--- config.mk ---
export PLATFORM = sky130hd
export DESIGN_NAME = inverse_cdf_filter_sampler
export DESIGN_NICKNAME = d
export VERILOG_FILES = /design/src/icdf_pkg.sv /design/src/icdf_ctrl.sv /design/src/icdf_dp.sv /design/src/inverse_cdf_filter_sampler.sv
export VERILOG_INCLUDE_DIRS = /design/src /design/src/src
export SDC_FILE = /design/constraint.sdc
export NUM_CORES = 2
export LEC_CHECK = 0
export BUFFER_PORTS_ARGS = -buffer_cell sky130_fd_sc_hd__buf_2
export CORE_MARGIN = 4
export CORE_UTILIZATION = 30
export DETAILED_ROUTE_END_ITERATION = 12
export SKIP_LAST_GASP = 1
export SYNTH_ARGS = -nofsm -noshare
export SYNTH_HDL_FRONTEND = slang
export SYNTH_SLANG_ARGS = --single-unit
--- constraint.sdc ---
create_clock -name clk_i -period 21.4 [get_ports clk_i]
set_clock_uncertainty 0.05 [all_clocks]
set_input_delay 3.21 -clock clk_i [delete_from_list [all_inputs] [get_ports clk_i]]
set_output_delay 3.21 -clock clk_i [all_outputs]
set_load 0.005 [all_outputs]
--- src/inverse_cdf_filter_sampler_defines.svh ---
// Assertion macros shared by the inverse CDF sampler modules.
// Expects clk_i and rst_ni in the scope of every use.
`ifndef INVERSE_CDF_FILTER_SAMPLER_DEFINES_SVH
`define INVERSE_CDF_FILTER_SAMPLER_DEFINES_SVH

// Checks a property on every rising clock edge outside reset.
`define ICDF_ASSERT(label, prop, msg) \
  label: assert property (@(posedge clk_i) disable iff (!rst_ni) prop) \
    else $error(msg);

// Checks that a condition in one cycle implies another in the next cycle.
`define ICDF_ASSERT_NEXT(label, pre, post, msg) \
  label: assert property (@(posedge clk_i) disable iff (!rst_ni) (pre) |=> (post)) \
    else $error(msg);

`endif

--- src/icdf_pkg.sv ---
// Package of the inverse CDF filter sampler: payload types, codes, constants
// and the command and status structs between controller and datapath.
`default_nettype none

package icdf_pkg;

  // Table size default.
  localparam int BINS_DEFAULT = 64;

  // Field widths.
  localparam int Q_BITS       = 16;
  localparam int VAL_W        = 17;
  localparam int X_W          = 16;
  localparam int EIDX_W       = 7;
  localparam int OFF_W        = 16;
  localparam int CFG_W        = 15;
  localparam int MODE_W       = 2;
  localparam int CFG_IDX_W    = 2;

  // Fixed point constants.
  localparam logic [VAL_W-1:0] ONE_Q16 = 17'h10000;
  localparam logic [CFG_W-1:0] MAG_MAX = 15'h7FFF;

  // Item commands.
  localparam logic CMD_LOAD   = 1'b0;
  localparam logic CMD_SAMPLE = 1'b1;

  // Filter modes.
  localparam logic [MODE_W-1:0] MODE_DIRAC = 2'd0;
  localparam logic [MODE_W-1:0] MODE_BOX   = 2'd1;
  localparam logic [MODE_W-1:0] MODE_TABLE = 2'd2;

  // Register indexes.
  localparam logic [CFG_IDX_W-1:0] REG_FILTER_MODE = 2'd0;
  localparam logic [CFG_IDX_W-1:0] REG_HALF_WIDTH  = 2'd1;
  localparam logic [CFG_IDX_W-1:0] REG_BIN_SIZE    = 2'd2;

  // Register reset values.
  localparam logic [MODE_W-1:0] FILTER_MODE_RST = MODE_TABLE;
  localparam logic [CFG_W-1:0]  HALF_WIDTH_RST  = 15'd4096;
  localparam logic [CFG_W-1:0]  BIN_SIZE_RST    = 15'd65;

  // Input item.
  typedef struct packed {
    logic              cmd;
    logic [EIDX_W-1:0] entry_index;
    logic [VAL_W-1:0]  entry_value;
    logic [X_W-1:0]    uniform_x;
  } icdf_in_t;

  // Result item.
  typedef struct packed {
    logic signed [OFF_W-1:0] offset;
    logic                    is_sample;
  } icdf_out_t;

  // Controller to datapath commands.
  typedef struct packed {
    logic start;
    logic srch;
    logic setup;
    logic div;
    logic mul;
    logic load_out;
  } icdf_cmd_t;

  // Datapath to controller status.
  typedef struct packed {
    logic hit;
    logic need_div;
    logic div_last;
  } icdf_status_t;

endpackage

`default_nettype wire

--- src/icdf_ctrl.sv ---
// Sequencer of the inverse CDF sampler: walks each item through those of the
// search, divide, multiply and result stages it needs. Uses icdf_pkg and the assertion macros.
`default_nettype none
`include "inverse_cdf_filter_sampler_defines.svh"

module icdf_ctrl (
  input  wire                           clk_i,
  input  wire                           rst_ni,
  input  wire                           in_valid_i,
  input  wire                           in_cmd_i,
  output logic                          in_ready_o,
  output logic                          out_valid_o,
  input  wire                           out_ready_i,
  input  wire [icdf_pkg::MODE_W-1:0]    mode_i,
  input  wire icdf_pkg::icdf_status_t   status_i,
  output icdf_pkg::icdf_cmd_t           cmd_o
);
  import icdf_pkg::*;

  typedef enum logic [2:0] {
    ST_IDLE,
    ST_SRCH,
    ST_SETUP,
    ST_DIV,
    ST_MUL,
    ST_FIN
  } state_e;

  state_e state_q;
  logic   out_valid_q;
  logic   out_free;
  logic   setup_div;

  // The output register can take a new result when empty or being drained.
  assign out_free = !out_valid_q || out_ready_i;

  // Setup of a rising bin whose point lies below its upper edge.
  assign setup_div = (state_q == ST_SETUP) && status_i.need_div;

  // Commands decoded from the state.
  always_comb begin
    cmd_o          = '0;
    cmd_o.start    = (state_q == ST_IDLE) && in_valid_i;
    cmd_o.srch     = (state_q == ST_SRCH);
    cmd_o.setup    = (state_q == ST_SETUP);
    cmd_o.div      = (state_q == ST_DIV);
    cmd_o.mul      = (state_q == ST_MUL);
    cmd_o.load_out = (state_q == ST_FIN) && out_free;
  end

  assign in_ready_o  = (state_q == ST_IDLE);
  assign out_valid_o = out_valid_q;

  // State register and output valid flag.
  always_ff @(posedge clk_i or negedge rst_ni) begin
    if (!rst_ni) begin
      state_q     <= ST_IDLE;
      out_valid_q <= 1'b0;
    end else begin
      if (out_valid_q && out_ready_i) begin
        out_valid_q <= 1'b0;
      end
      unique case (state_q)
        ST_IDLE: begin
          if (in_valid_i) begin
            if (in_cmd_i == CMD_LOAD) begin
              state_q <= ST_FIN;
            end else begin
              unique case (mode_i)
                MODE_BOX:   state_q <= ST_MUL;
                MODE_TABLE: state_q <= ST_SRCH;
                default:    state_q <= ST_FIN;
              endcase
            end
          end
        end
        ST_SRCH: begin
          if (status_i.hit) begin
            state_q <= ST_SETUP;
          end
        end
        ST_SETUP: begin
          state_q <= status_i.need_div ? ST_DIV : ST_MUL;
        end
        ST_DIV: begin
          if (status_i.div_last) begin
            state_q <= ST_MUL;
          end
        end
        ST_MUL: begin
          state_q <= ST_FIN;
        end
        ST_FIN: begin
          if (out_free) begin
            state_q     <= ST_IDLE;
            out_valid_q <= 1'b1;
          end
        end
        default: state_q <= ST_IDLE;
      endcase
    end
  end

  // A result never overwrites one that is still waiting.
  `ICDF_ASSERT(a_no_overwrite, cmd_o.load_out |-> out_free, "result overwritten")
  // A bin that needs interpolation goes through the divider.
  `ICDF_ASSERT_NEXT(a_div_entry, setup_div, state_q == ST_DIV, "divider skipped")
  // Input is only taken while no result is being prepared.
  `ICDF_ASSERT(a_no_accept_busy, (state_q != ST_IDLE) |-> !cmd_o.start, "accept while busy")

endmodule

`default_nettype wire

--- src/icdf_dp.sv ---
// Datapath of the inverse CDF sampler: table memory, bin search, serial
// divider, shared multiplier and output register. Uses icdf_pkg and macros.
`default_nettype none
`include "inverse_cdf_filter_sampler_defines.svh"

module icdf_dp #(
  parameter int BINS = icdf_pkg::BINS_DEFAULT
) (
  input  wire                          clk_i,
  input  wire                          rst_ni,
  input  wire icdf_pkg::icdf_in_t      in_data_i,
  input  wire [icdf_pkg::CFG_W-1:0]    half_width_i,
  input  wire [icdf_pkg::CFG_W-1:0]    bin_size_i,
  input  wire [icdf_pkg::MODE_W-1:0]   mode_i,
  input  wire icdf_pkg::icdf_cmd_t     cmd_i,
  output icdf_pkg::icdf_status_t       status_o,
  output icdf_pkg::icdf_out_t          out_data_o
);
  import icdf_pkg::*;

  localparam int IW  = $clog2(BINS);
  localparam int AW  = $clog2(BINS + 1);
  localparam int TW  = IW + Q_BITS + 1;
  localparam int PW  = CFG_W + TW;
  localparam int MW  = PW - Q_BITS;
  localparam int DCW = $clog2(Q_BITS);

  logic [VAL_W-1:0] cdf_mem [BINS+1];
  logic [VAL_W-1:0] rdata_q;
  logic [AW-1:0]    raddr;

  logic [X_W-1:0]   xf_q;
  logic             neg_q;
  logic             zero_q;
  logic             box_q;
  logic             is_sample_q;
  logic [IW-1:0]    idx_q;
  logic [VAL_W-1:0] hi_q;
  logic [VAL_W-1:0] rem_q;
  logic [VAL_W-1:0] rise_q;
  logic [Q_BITS-1:0] quo_q;
  logic [DCW-1:0]   dcnt_q;
  logic [TW-1:0]    t_q;
  logic [PW-1:0]    prod_q;
  icdf_out_t        out_q;

  logic             hit;
  logic             srch_miss;
  logic [VAL_W-1:0] twox;
  logic [VAL_W-1:0] box_d;
  logic [VAL_W-1:0] xf_ext;
  logic [VAL_W-1:0] rise;
  logic [VAL_W-1:0] num_raw;
  logic [VAL_W-1:0] num;
  logic             rising;
  logic             need_div;
  logic [TW-1:0]    t_base;
  logic [VAL_W:0]   rem_sh;
  logic             rem_ge;
  logic [VAL_W-1:0] rem_n;
  logic [Q_BITS-1:0] quo_n;
  logic             div_last;
  logic [CFG_W-1:0] mul_a;
  logic [MW-1:0]    mag_full;
  logic [CFG_W-1:0] mag_sat;
  logic [OFF_W-1:0] off_mag;
  logic [OFF_W-1:0] off_val;
  logic             load_ok;

  // Input folding: xf is 2x modulo one, and the sign follows the lower half.
  assign twox  = {in_data_i.uniform_x, 1'b0};
  assign box_d = in_data_i.uniform_x[X_W-1] ? (twox - ONE_Q16) : (ONE_Q16 - twox);

  // Search ends on the first entry above xf, or is clamped at the last bin.
  assign hit = (({1'b0, xf_q}) < rdata_q) || (idx_q == IW'(BINS - 1));
  assign srch_miss = cmd_i.srch && !hit;

  // Read address: entry 1 at the start, the entry after next while searching,
  // then the lower edge of the chosen bin.
  always_comb begin
    if (cmd_i.start) begin
      raddr = AW'(1);
    end else if (cmd_i.srch && !hit) begin
      raddr = AW'(idx_q) + AW'(2);
    end else begin
      raddr = AW'(idx_q);
    end
  end

  assign load_ok = cmd_i.start && (in_data_i.cmd == CMD_LOAD) && (in_data_i.entry_index <= BINS);

  // Table memory with registered read.
  always_ff @(posedge clk_i) begin
    if (load_ok) begin
      cdf_mem[AW'(in_data_i.entry_index)] <= in_data_i.entry_value;
    end
    rdata_q <= cdf_mem[raddr];
  end

  // Bin edges and the clamped numerator of the interpolation.
  assign xf_ext   = {1'b0, xf_q};
  assign rise     = hi_q - rdata_q;
  assign num_raw  = (xf_ext > rdata_q) ? (xf_ext - rdata_q) : '0;
  assign num      = (num_raw > rise) ? rise : num_raw;
  assign rising   = hi_q > rdata_q;
  assign need_div = rising && (num != rise);
  assign t_base   = TW'({idx_q, {Q_BITS{1'b0}}});

  // One restoring division step per cycle.
  assign rem_sh   = {rem_q, 1'b0};
  assign rem_ge   = rem_sh >= {1'b0, rise_q};
  assign rem_n    = rem_ge ? VAL_W'(rem_sh - {1'b0, rise_q}) : VAL_W'(rem_sh);
  assign quo_n    = {quo_q[Q_BITS-2:0], rem_ge};
  assign div_last = (dcnt_q == DCW'(Q_BITS - 1));

  // Multiplier operand: half width for box mode, bin size for the table.
  assign mul_a = box_q ? half_width_i : bin_size_i;

  // Saturate the magnitude and apply the sign.
  assign mag_full = prod_q[PW-1:Q_BITS];
  assign mag_sat  = (mag_full > MW'(MAG_MAX)) ? MAG_MAX : mag_full[CFG_W-1:0];
  assign off_mag  = {1'b0, mag_sat};
  assign off_val  = zero_q ? '0 : (neg_q ? (OFF_W'(0) - off_mag) : off_mag);

  // Division step counter.
  always_ff @(posedge clk_i or negedge rst_ni) begin
    if (!rst_ni) begin
      dcnt_q <= '0;
    end else if (cmd_i.setup) begin
      dcnt_q <= '0;
    end else if (cmd_i.div) begin
      dcnt_q <= dcnt_q + 1'b1;
    end
  end

  // Working registers of the datapath.
  always_ff @(posedge clk_i) begin
    if (cmd_i.start) begin
      is_sample_q <= in_data_i.cmd;
      zero_q      <= (in_data_i.cmd == CMD_LOAD) ||
                     ((mode_i != MODE_BOX) && (mode_i != MODE_TABLE));
      box_q       <= (mode_i == MODE_BOX);
      neg_q       <= !in_data_i.uniform_x[X_W-1];
      xf_q        <= {in_data_i.uniform_x[X_W-2:0], 1'b0};
      idx_q       <= '0;
      t_q         <= TW'(box_d);
    end
    if (cmd_i.srch) begin
      if (hit) begin
        hi_q <= rdata_q;
      end else begin
        idx_q <= idx_q + 1'b1;
      end
    end
    if (cmd_i.setup) begin
      rem_q  <= num;
      rise_q <= rise;
      quo_q  <= '0;
      if (!rising) begin
        t_q <= t_base;
      end else if (!need_div) begin
        t_q <= t_base + TW'(ONE_Q16);
      end
    end
    if (cmd_i.div) begin
      rem_q <= rem_n;
      quo_q <= quo_n;
      if (div_last) begin
        t_q <= t_base + TW'(quo_n);
      end
    end
    if (cmd_i.mul) begin
      prod_q <= PW'(mul_a) * PW'(t_q);
    end
    if (cmd_i.load_out) begin
      out_q.offset    <= $signed(off_val);
      out_q.is_sample <= is_sample_q;
    end
  end

  assign status_o.hit      = hit;
  assign status_o.need_div = need_div;
  assign status_o.div_last = div_last;
  assign out_data_o        = out_q;

  // The partial remainder stays below the divisor.
  `ICDF_ASSERT(a_rem_below_rise, cmd_i.div |-> (rem_q < rise_q), "remainder out of range")
  // A search step that misses moves to the next bin.
  `ICDF_ASSERT_NEXT(a_search_advance, srch_miss, idx_q == $past(idx_q) + 1'b1, "search stalled")

endmodule

`default_nettype wire

--- src/inverse_cdf_filter_sampler.sv ---
// Inverse CDF filter sampler. Load items and dirac samples go from the transfer
// straight to the result, and box samples through the multiply first. Table
// samples take one table read per bin up to the bin found (1..BINS), setup, 16
// divider steps when the bin rises and the point lies below its upper edge,
// multiply and result. A new item can be taken from the cycle after a result is registered.
// Reset sets the config registers to their defaults; the table is undefined until loaded.
`default_nettype none

module inverse_cdf_filter_sampler #(
  parameter int BINS = icdf_pkg::BINS_DEFAULT
) (
  input  wire                           clk_i,
  input  wire                           rst_ni,
  input  wire                           in_valid_i,
  output logic                          in_ready_o,
  input  wire icdf_pkg::icdf_in_t       in_data_i,
  output logic                          out_valid_o,
  input  wire                           out_ready_i,
  output icdf_pkg::icdf_out_t           out_data_o,
  input  wire                           cfg_we_i,
  input  wire [icdf_pkg::CFG_IDX_W-1:0] cfg_idx_i,
  input  wire [icdf_pkg::CFG_W-1:0]     cfg_data_i
);
  import icdf_pkg::*;

  logic [MODE_W-1:0] filter_mode_q;
  logic [CFG_W-1:0]  half_width_q;
  logic [CFG_W-1:0]  bin_size_q;
  icdf_cmd_t         cmd;
  icdf_status_t      status;

  // Configuration registers.
  always_ff @(posedge clk_i or negedge rst_ni) begin
    if (!rst_ni) begin
      filter_mode_q <= FILTER_MODE_RST;
      half_width_q  <= HALF_WIDTH_RST;
      bin_size_q    <= BIN_SIZE_RST;
    end else if (cfg_we_i) begin
      unique case (cfg_idx_i)
        REG_FILTER_MODE: filter_mode_q <= cfg_data_i[MODE_W-1:0];
        REG_HALF_WIDTH:  half_width_q  <= cfg_data_i;
        REG_BIN_SIZE:    bin_size_q    <= cfg_data_i;
        default: ;
      endcase
    end
  end

  // Sequencer.
  icdf_ctrl u_ctrl (
    .clk_i       (clk_i),
    .rst_ni      (rst_ni),
    .in_valid_i  (in_valid_i),
    .in_cmd_i    (in_data_i.cmd),
    .in_ready_o  (in_ready_o),
    .out_valid_o (out_valid_o),
    .out_ready_i (out_ready_i),
    .mode_i      (filter_mode_q),
    .status_i    (status),
    .cmd_o       (cmd)
  );

  // Datapath.
  icdf_dp #(
    .BINS (BINS)
  ) u_dp (
    .clk_i        (clk_i),
    .rst_ni       (rst_ni),
    .in_data_i    (in_data_i),
    .half_width_i (half_width_q),
    .bin_size_i   (bin_size_q),
    .mode_i       (filter_mode_q),
    .cmd_i        (cmd),
    .status_o     (status),
    .out_data_o   (out_data_o)
  );

endmodule

`default_nettype wire

[Yosys cells after proc, flatten, opt, wreduce, memory -nomap -nowiden]
Memories as Yosys holds them, arrays and structs flattened. A register that Yosys moved wholly into a read port is not among the register bits.
Cells that the tools add are included.
Storage, ports and cells
  bits in registers: 209
  bits in latches: 0
  RAM bits: 1105
  bits in read-only memories: 0
  input bits: 63
  output and inout port bits: 19
  memories: 1
Memories
  u_dp.cdf_mem: words 65, width 17, rd ports 1, clocked after memory_dff 1, wr ports 1, RTL line icdf_dp.sv:28  | logic [VAL_W-1:0] cdf_mem [BINS+1];
Cells by class
  $add $sub $neg: 11
  multiply operators: 1
  div/mod/pow operators: 0
  order comparisons: 7
  equality and inequality tests: 18
  shift operators: 0
  muxes and demuxes: 37
  bitwise gates (word level): 2
  reduce and logical (&&, ||, !) cells: 23
Operators by type and width (count)
  two-way mux 23 bit: 6
  two-way mux 17 bit: 6
  two-way mux 15 bit: 5
  multiplier 15 x 23 -> 38 bit: 1
  greater-than comparator 17 bit: 2
  subtractor 17 bit: 2
  adder 22 x 16 -> 23 bit: 1
  adder 22 x 17 -> 23 bit (second input constant): 1
  greater-than comparator 22 x 15 -> 1 bit (second input constant): 1
  >= comparator 18 x 17 -> 1 bit: 1
  two-way mux 3 bit: 6
  two-way mux 6 bit: 3
  one-hot mux 3 bit (6 select lines): 1
  greater-than comparator 16 x 17 -> 1 bit: 1
  less-than comparator 16 x 17 -> 1 bit: 1
  != test 17 bit: 1
  subtractor 16 x 17 -> 17 bit: 1
  subtractor 17 bit (first input constant): 1
  subtractor 17 bit (second input constant): 1
  subtractor 1 x 15 -> 16 bit (first input constant): 1
  two-way mux 7 bit: 2
  logical AND 1 bit: 8
  two-way mux 4 bit: 2
  AND reduction 2 bit: 4
  other kinds (23): 40

[Logic depth before layout (Yosys ltp)]
  word-level depth: 11
  gate-level depth with buffers: 29

[By module]
A second synthesis with hierarchy kept.
Unflattened totals
  cell total of the unflattened synthesis: 4541
  area total of the unflattened synthesis: 65180.0 µm²
By module, submodules not included
  icdf_dp: instances 1, cells each 4434, area each 63524.7 µm², seq. area each 37926.4 µm²
  inverse_cdf_filter_sampler: instances 1, cells each 69, area each 1311.3 µm², seq. area each 805.8 µm²
  icdf_ctrl: instances 1, cells each 38, area each 344.1 µm², seq. area each 100.1 µm²

[Worst setup path after synthesis]
Ideal clock, no wire load.
  kind: flip-flop to flip-flop
  start: register u_dp.box_q
  end: register u_dp.prod_q[37], data pin
  setup time: 0.260 ns
  arrival time: 6.919 ns
  setup slack: 14.171 ns
  cell stages (with the launch flop): 28
  clock period less this slack: 7.229 ns
  cell sequence: edfxtp_1 clkbuf_1 buf_1 mux2_2 clkbuf_1 nand2_1 fa_1 inv_1 fa_1 fa_1 inv_1 fa_1 fa_1 inv_1 fa_1 ha_1 o21a_1 o21ai_0 a211oi_1 o2111ai_1 a31oi_1 o21ai_0 o22a_1 o31ai_1 o41a_1 a21oi_1 o21bai_1 xnor2_1
Between the ends
  word-level cells in the longest chain between the ends: 2
RTL lines
  start, declared: RTL line icdf_dp.sv:35  | logic box_q;
  start signal, assigned: RTL line icdf_dp.sv:142  | box_q <= (mode_i == MODE_BOX);
  two-way mux 15 bit: RTL line icdf_dp.sv:117  | assign mul_a = box_q ? half_width_i : bin_size_i;
  multiplier 15 x 23 -> 38 bit: RTL line icdf_dp.sv:173  | prod_q <= PW'(mul_a) * PW'(t_q);
  end signal, assigned: RTL line icdf_dp.sv:173
  end, declared: RTL line icdf_dp.sv:44  | logic [PW-1:0] prod_q;
Every way passes these cells.
A chain may end at the register's enable or synchronous reset.

[Worst setup path after layout]
Same ends and word-level chain as after synthesis.

==> flow_metrics.env <==
export IMPL_status="completed"
export IMPL_drv_cap=0
export IMPL_cts_resized=0
export IMPL_drive_gt1_share_pct=9.06
export IMPL_finalCritPeriodShare_pct=38.4
export IMPL_area_growth_pct=12.4
export IMPL_start_kind="register"
export IMPL_final_common_cell="nand2_1"
export IMPL_critPathKind="register to register"
export IMPL_synthAdderAreaFrac_pct=11.6
export IMPL_num_rows=171
export IMPL_grt_ovfl_total=0
export IMPL_grt_max_degree=90
export IMPL_grt_pass1_wl_um=281000
export IMPL_muxShareOfSynthArea_pct=1.72
export IMPL_tightest_slew_ns=1.13
export IMPL_crit_family="adder cells"
export IMPL_core_area_sq_mm=0.218
export IMPL_cts_buffers=138
export IMPL_yosys_area_share_simple_pct=15.0
export IMPL_max_freq_ghz=0.122
export IMPL_track_usage_pct=16.0
export IMPL_regArea_sq_mm=0.0388
export IMPL_cts_tree="done"
export IMPL_dp_hpwl_um=117000
export IMPL_dpl_cell_count=8354
export IMPL_fin_crit_ns=8.22
export IMPL_async_reset_ff_share_pct=3.04
export IMPL_instances_no_fill=8611
export IMPL_path_cells="mux2_2 > nand2_1 > fa_1 > inv_1 > fa_1 > inv_1 > fa_1 > inv_1 > fa_1 > fa_1 > fa_1 > ha_1 > nand4_1 > a211oi_1 > o2111ai_1 > a31oi_1 > o21ai_0 > o22a_1 > o31ai_1 > o41a_1 > a21oi_1 > o21bai_1 > xnor2_1"
export IMPL_ys_types=101
export IMPL_crit_fanout=23
export IMPL_wl_per_cell_um=21.7
export IMPL_synth_area_leaders="edfxtp_1, fa_1, nand2_1, ha_1, nand3_1"
export IMPL_ys_flop_type="edfxtp_1"
export IMPL_path_clk_slew_ns=0.06
export IMPL_synth_top_family_by_area="simple AND/OR/NAND/NOR gates"
export IMPL_final_hold_violation_count=0
export IMPL_netlist_area_sq_mm=0.0661
export IMPL_cts_setup_buffers=0
export IMPL_dieArea_sq_mm=0.228
export IMPL_cp_common_cell="fa_1"
export IMPL_timing_setup_tns_ns=0
export IMPL_slowest_stage="edfxtp_1"
export IMPL_io_buffer_count=81
export IMPL_syn_inst=5595
export IMPL_setup_slack_ns=13.18
export IMPL_clkSinkCount=1315
export IMPL_grt_pass1_vias=44600
export IMPL_leakagePower_nw=27.3
export IMPL_nNetsFinal=6150
export IMPL_hp_class="register to register"
export IMPL_fp_dieH_um=477
export IMPL_synthesis_nets=6105
export IMPL_antenna_found_initial=15
export IMPL_nFillCells=21400
export IMPL_vias=44700
export IMPL_worstPathArrival_ns=8.66
export IMPL_yosysTopAreaCell="edfxtp_1"
export IMPL_synth_compound_area_share_pct=8.21
export IMPL_syn_avg_cell_area_sq_um=11.8
export IMPL_yosys_warnings=0
export IMPL_post_route_drc_count=0
export IMPL_clockBufferDepth=3
export IMPL_finalMaxSlewViolations=0
export IMPL_stdcell_area_sq_mm=0.0742
export IMPL_final_cell_mix="nand2_1, edfxtp_1, inv_1"
export IMPL_viasPerCell=5.19
export IMPL_synth_top_area_share_pct=55.9
export IMPL_htreeDepth=4
export IMPL_multi_input_area_sq_mm=0.0248
export IMPL_first_iter_violations=4690
export IMPL_placed_area_sq_mm=0.0698
export IMPL_yosysSeqAreaShare_pct=58.8
export IMPL_rsz0062_at_grt="no"
export IMPL_slew_headroom_pct=24.5
export IMPL_place_gp_congestion=0.833
export IMPL_hold_slack_ns=0.413
export IMPL_dieWidth_um=477
export IMPL_io_pins=82
export IMPL_ys_ff_latch=1315
export IMPL_cp_end_kind="register"
export IMPL_slowest_delay_ns=0.92
export IMPL_clkLatencyLatePin_ns=0.80
export IMPL_first_pass_iters=8
export IMPL_synth_xor_xnor_area_share_pct=0.955
export IMPL_ir_drop_v=0.000284
export IMPL_p_total_mw=12.6
export IMPL_required_ns=21.84
export IMPL_utilization_pct=34.1
export IMPL_cp_num_buf_inv=3
export IMPL_cts_root_buf="clkbuf_16"
export IMPL_initial_core_util_pct=30.3
export IMPL_synth_edf_count=1229
export IMPL_power_density_mw_per_mm2=170
export IMPL_hold_buffers=0
export IMPL_routed_wl_um=187000
export IMPL_dpl_worst_slack_ns=12.48
export IMPL_setup_violations=0
export IMPL_detail_route_antenna_nets=0
-- logic make-up after synthesis --
group / Yosys count
AND/OR/NAND/NOR: 2195
adder cells (fa/ha/maj): 447
XOR/XNOR: 72
buffers and inverters: 621
flip-flops: 1315
multiplexers: 99
AO/OA/AOI/OAI: 846
-- worst reg2reg max path: stages (launching register included) --
cell and delay (ns):
edfxtp_1 0.92, mux2_2 0.74, nand2_1 0.19, fa_1 0.55, inv_1 0.06, fa_1 0.49
inv_1 0.05, fa_1 0.53, inv_1 0.05, fa_1 0.45, fa_1 0.54, fa_1 0.43
ha_1 0.30, nand4_1 0.12, a211oi_1 0.30, o2111ai_1 0.21, a31oi_1 0.34, o21ai_0 0.21
o22a_1 0.28, o31ai_1 0.54, o41a_1 0.24, a21oi_1 0.11, o21bai_1 0.16, xnor2_1 0.08
-- synthesized netlist by cell type (38+ instances only) --
cell type  number
mux2i_1        46
or4_1          39
nor2_1        202
and2_1         81
edfxtp_1     1229
fa_1          273
nor2b_1        81
a211oi_1       46
inv_1         311
clkbuf_1      195
nand2_1      1245
a221oi_1       38
and3_1        135
mux2_2         46
o21ai_0       126
nand3_1       248
dfxtp_1        46
xnor2_1        54
buf_2          84
a31oi_1       127
o22ai_1        55
a21oi_1       244
ha_1          174
-- layout make-up --
cell class / count / share of cell area, %
antenna: 5 / 0.0169
clock buffer: 171 / 4.93
clock inverter: 81 / 1.02
inverter: 313 / 1.58
multi-input combinational: 3659 / 33.5
sequential: 1315 / 52.3
tap: 2854 / 4.81
timing repair buffer: 213 / 1.88
-- power by group --
part           switching (mW)  leakage, nW  internal (mW)
clock                    1.04         2.13           1.31
sequential              0.207         11.9           3.19
combinational            4.16         13.2           2.73
total                    5.41         27.3           7.23
-- final timing paths --
check	start	endpoint	slack, ns	depth (start not counted)
worst min-delay path	u_dp.quo_q[14]$_SDFFCE_PN0P_	u_dp.t_q[15]$_DFF_P_	0.41	2
worst max register to register	u_dp.box_q$_DFFE_PP_	u_dp.prod_q[37]$_DFFE_PP_	13.18	23
worst min register to register	u_dp.quo_q[14]$_SDFFCE_PN0P_	u_dp.t_q[15]$_DFF_P_	0.41	2
worst max-delay path	u_dp.box_q$_DFFE_PP_	u_dp.prod_q[37]$_DFFE_PP_	13.18	23
min in group asynchronous	rst_ni	half_width_q[7]$_DFFE_PN0P_	2.51	1
max in group asynchronous	rst_ni	half_width_q[2]$_DFFE_PN0P_	18.24	1
-- registers in the layout, summed over array words and instances, names as in the netlist --
name / flops
bin_size_q: 15
filter_mode_q: 2
half_width_q: 15
u_ctrl.out_valid_o: 1
u_ctrl.state_q: 3
u_dp.box_q: 1
u_dp.cdf_mem: 1105
u_dp.dcnt_q: 4
u_dp.hi_q: 17
u_dp.idx_q: 6
u_dp.is_sample_q: 1
u_dp.neg_q: 1
u_dp.out_data_o: 17
u_dp.prod_q: 22
u_dp.quo_q: 15
u_dp.rdata_q: 17
u_dp.rem_q: 17
u_dp.rise_q: 17
u_dp.t_q: 23
u_dp.xf_q: 15
u_dp.zero_q: 1
-- layer usage --
layer,global-route usage [%],share of wire (%),vias up
met5,0,0.030,-
met1,21.3,41,22600
met4,5.05,2.9,8
met2,26.5,48,1759
met3,2.83,8.0,306
li1,-,-,20000
Power figures use the tool's default switching activity.
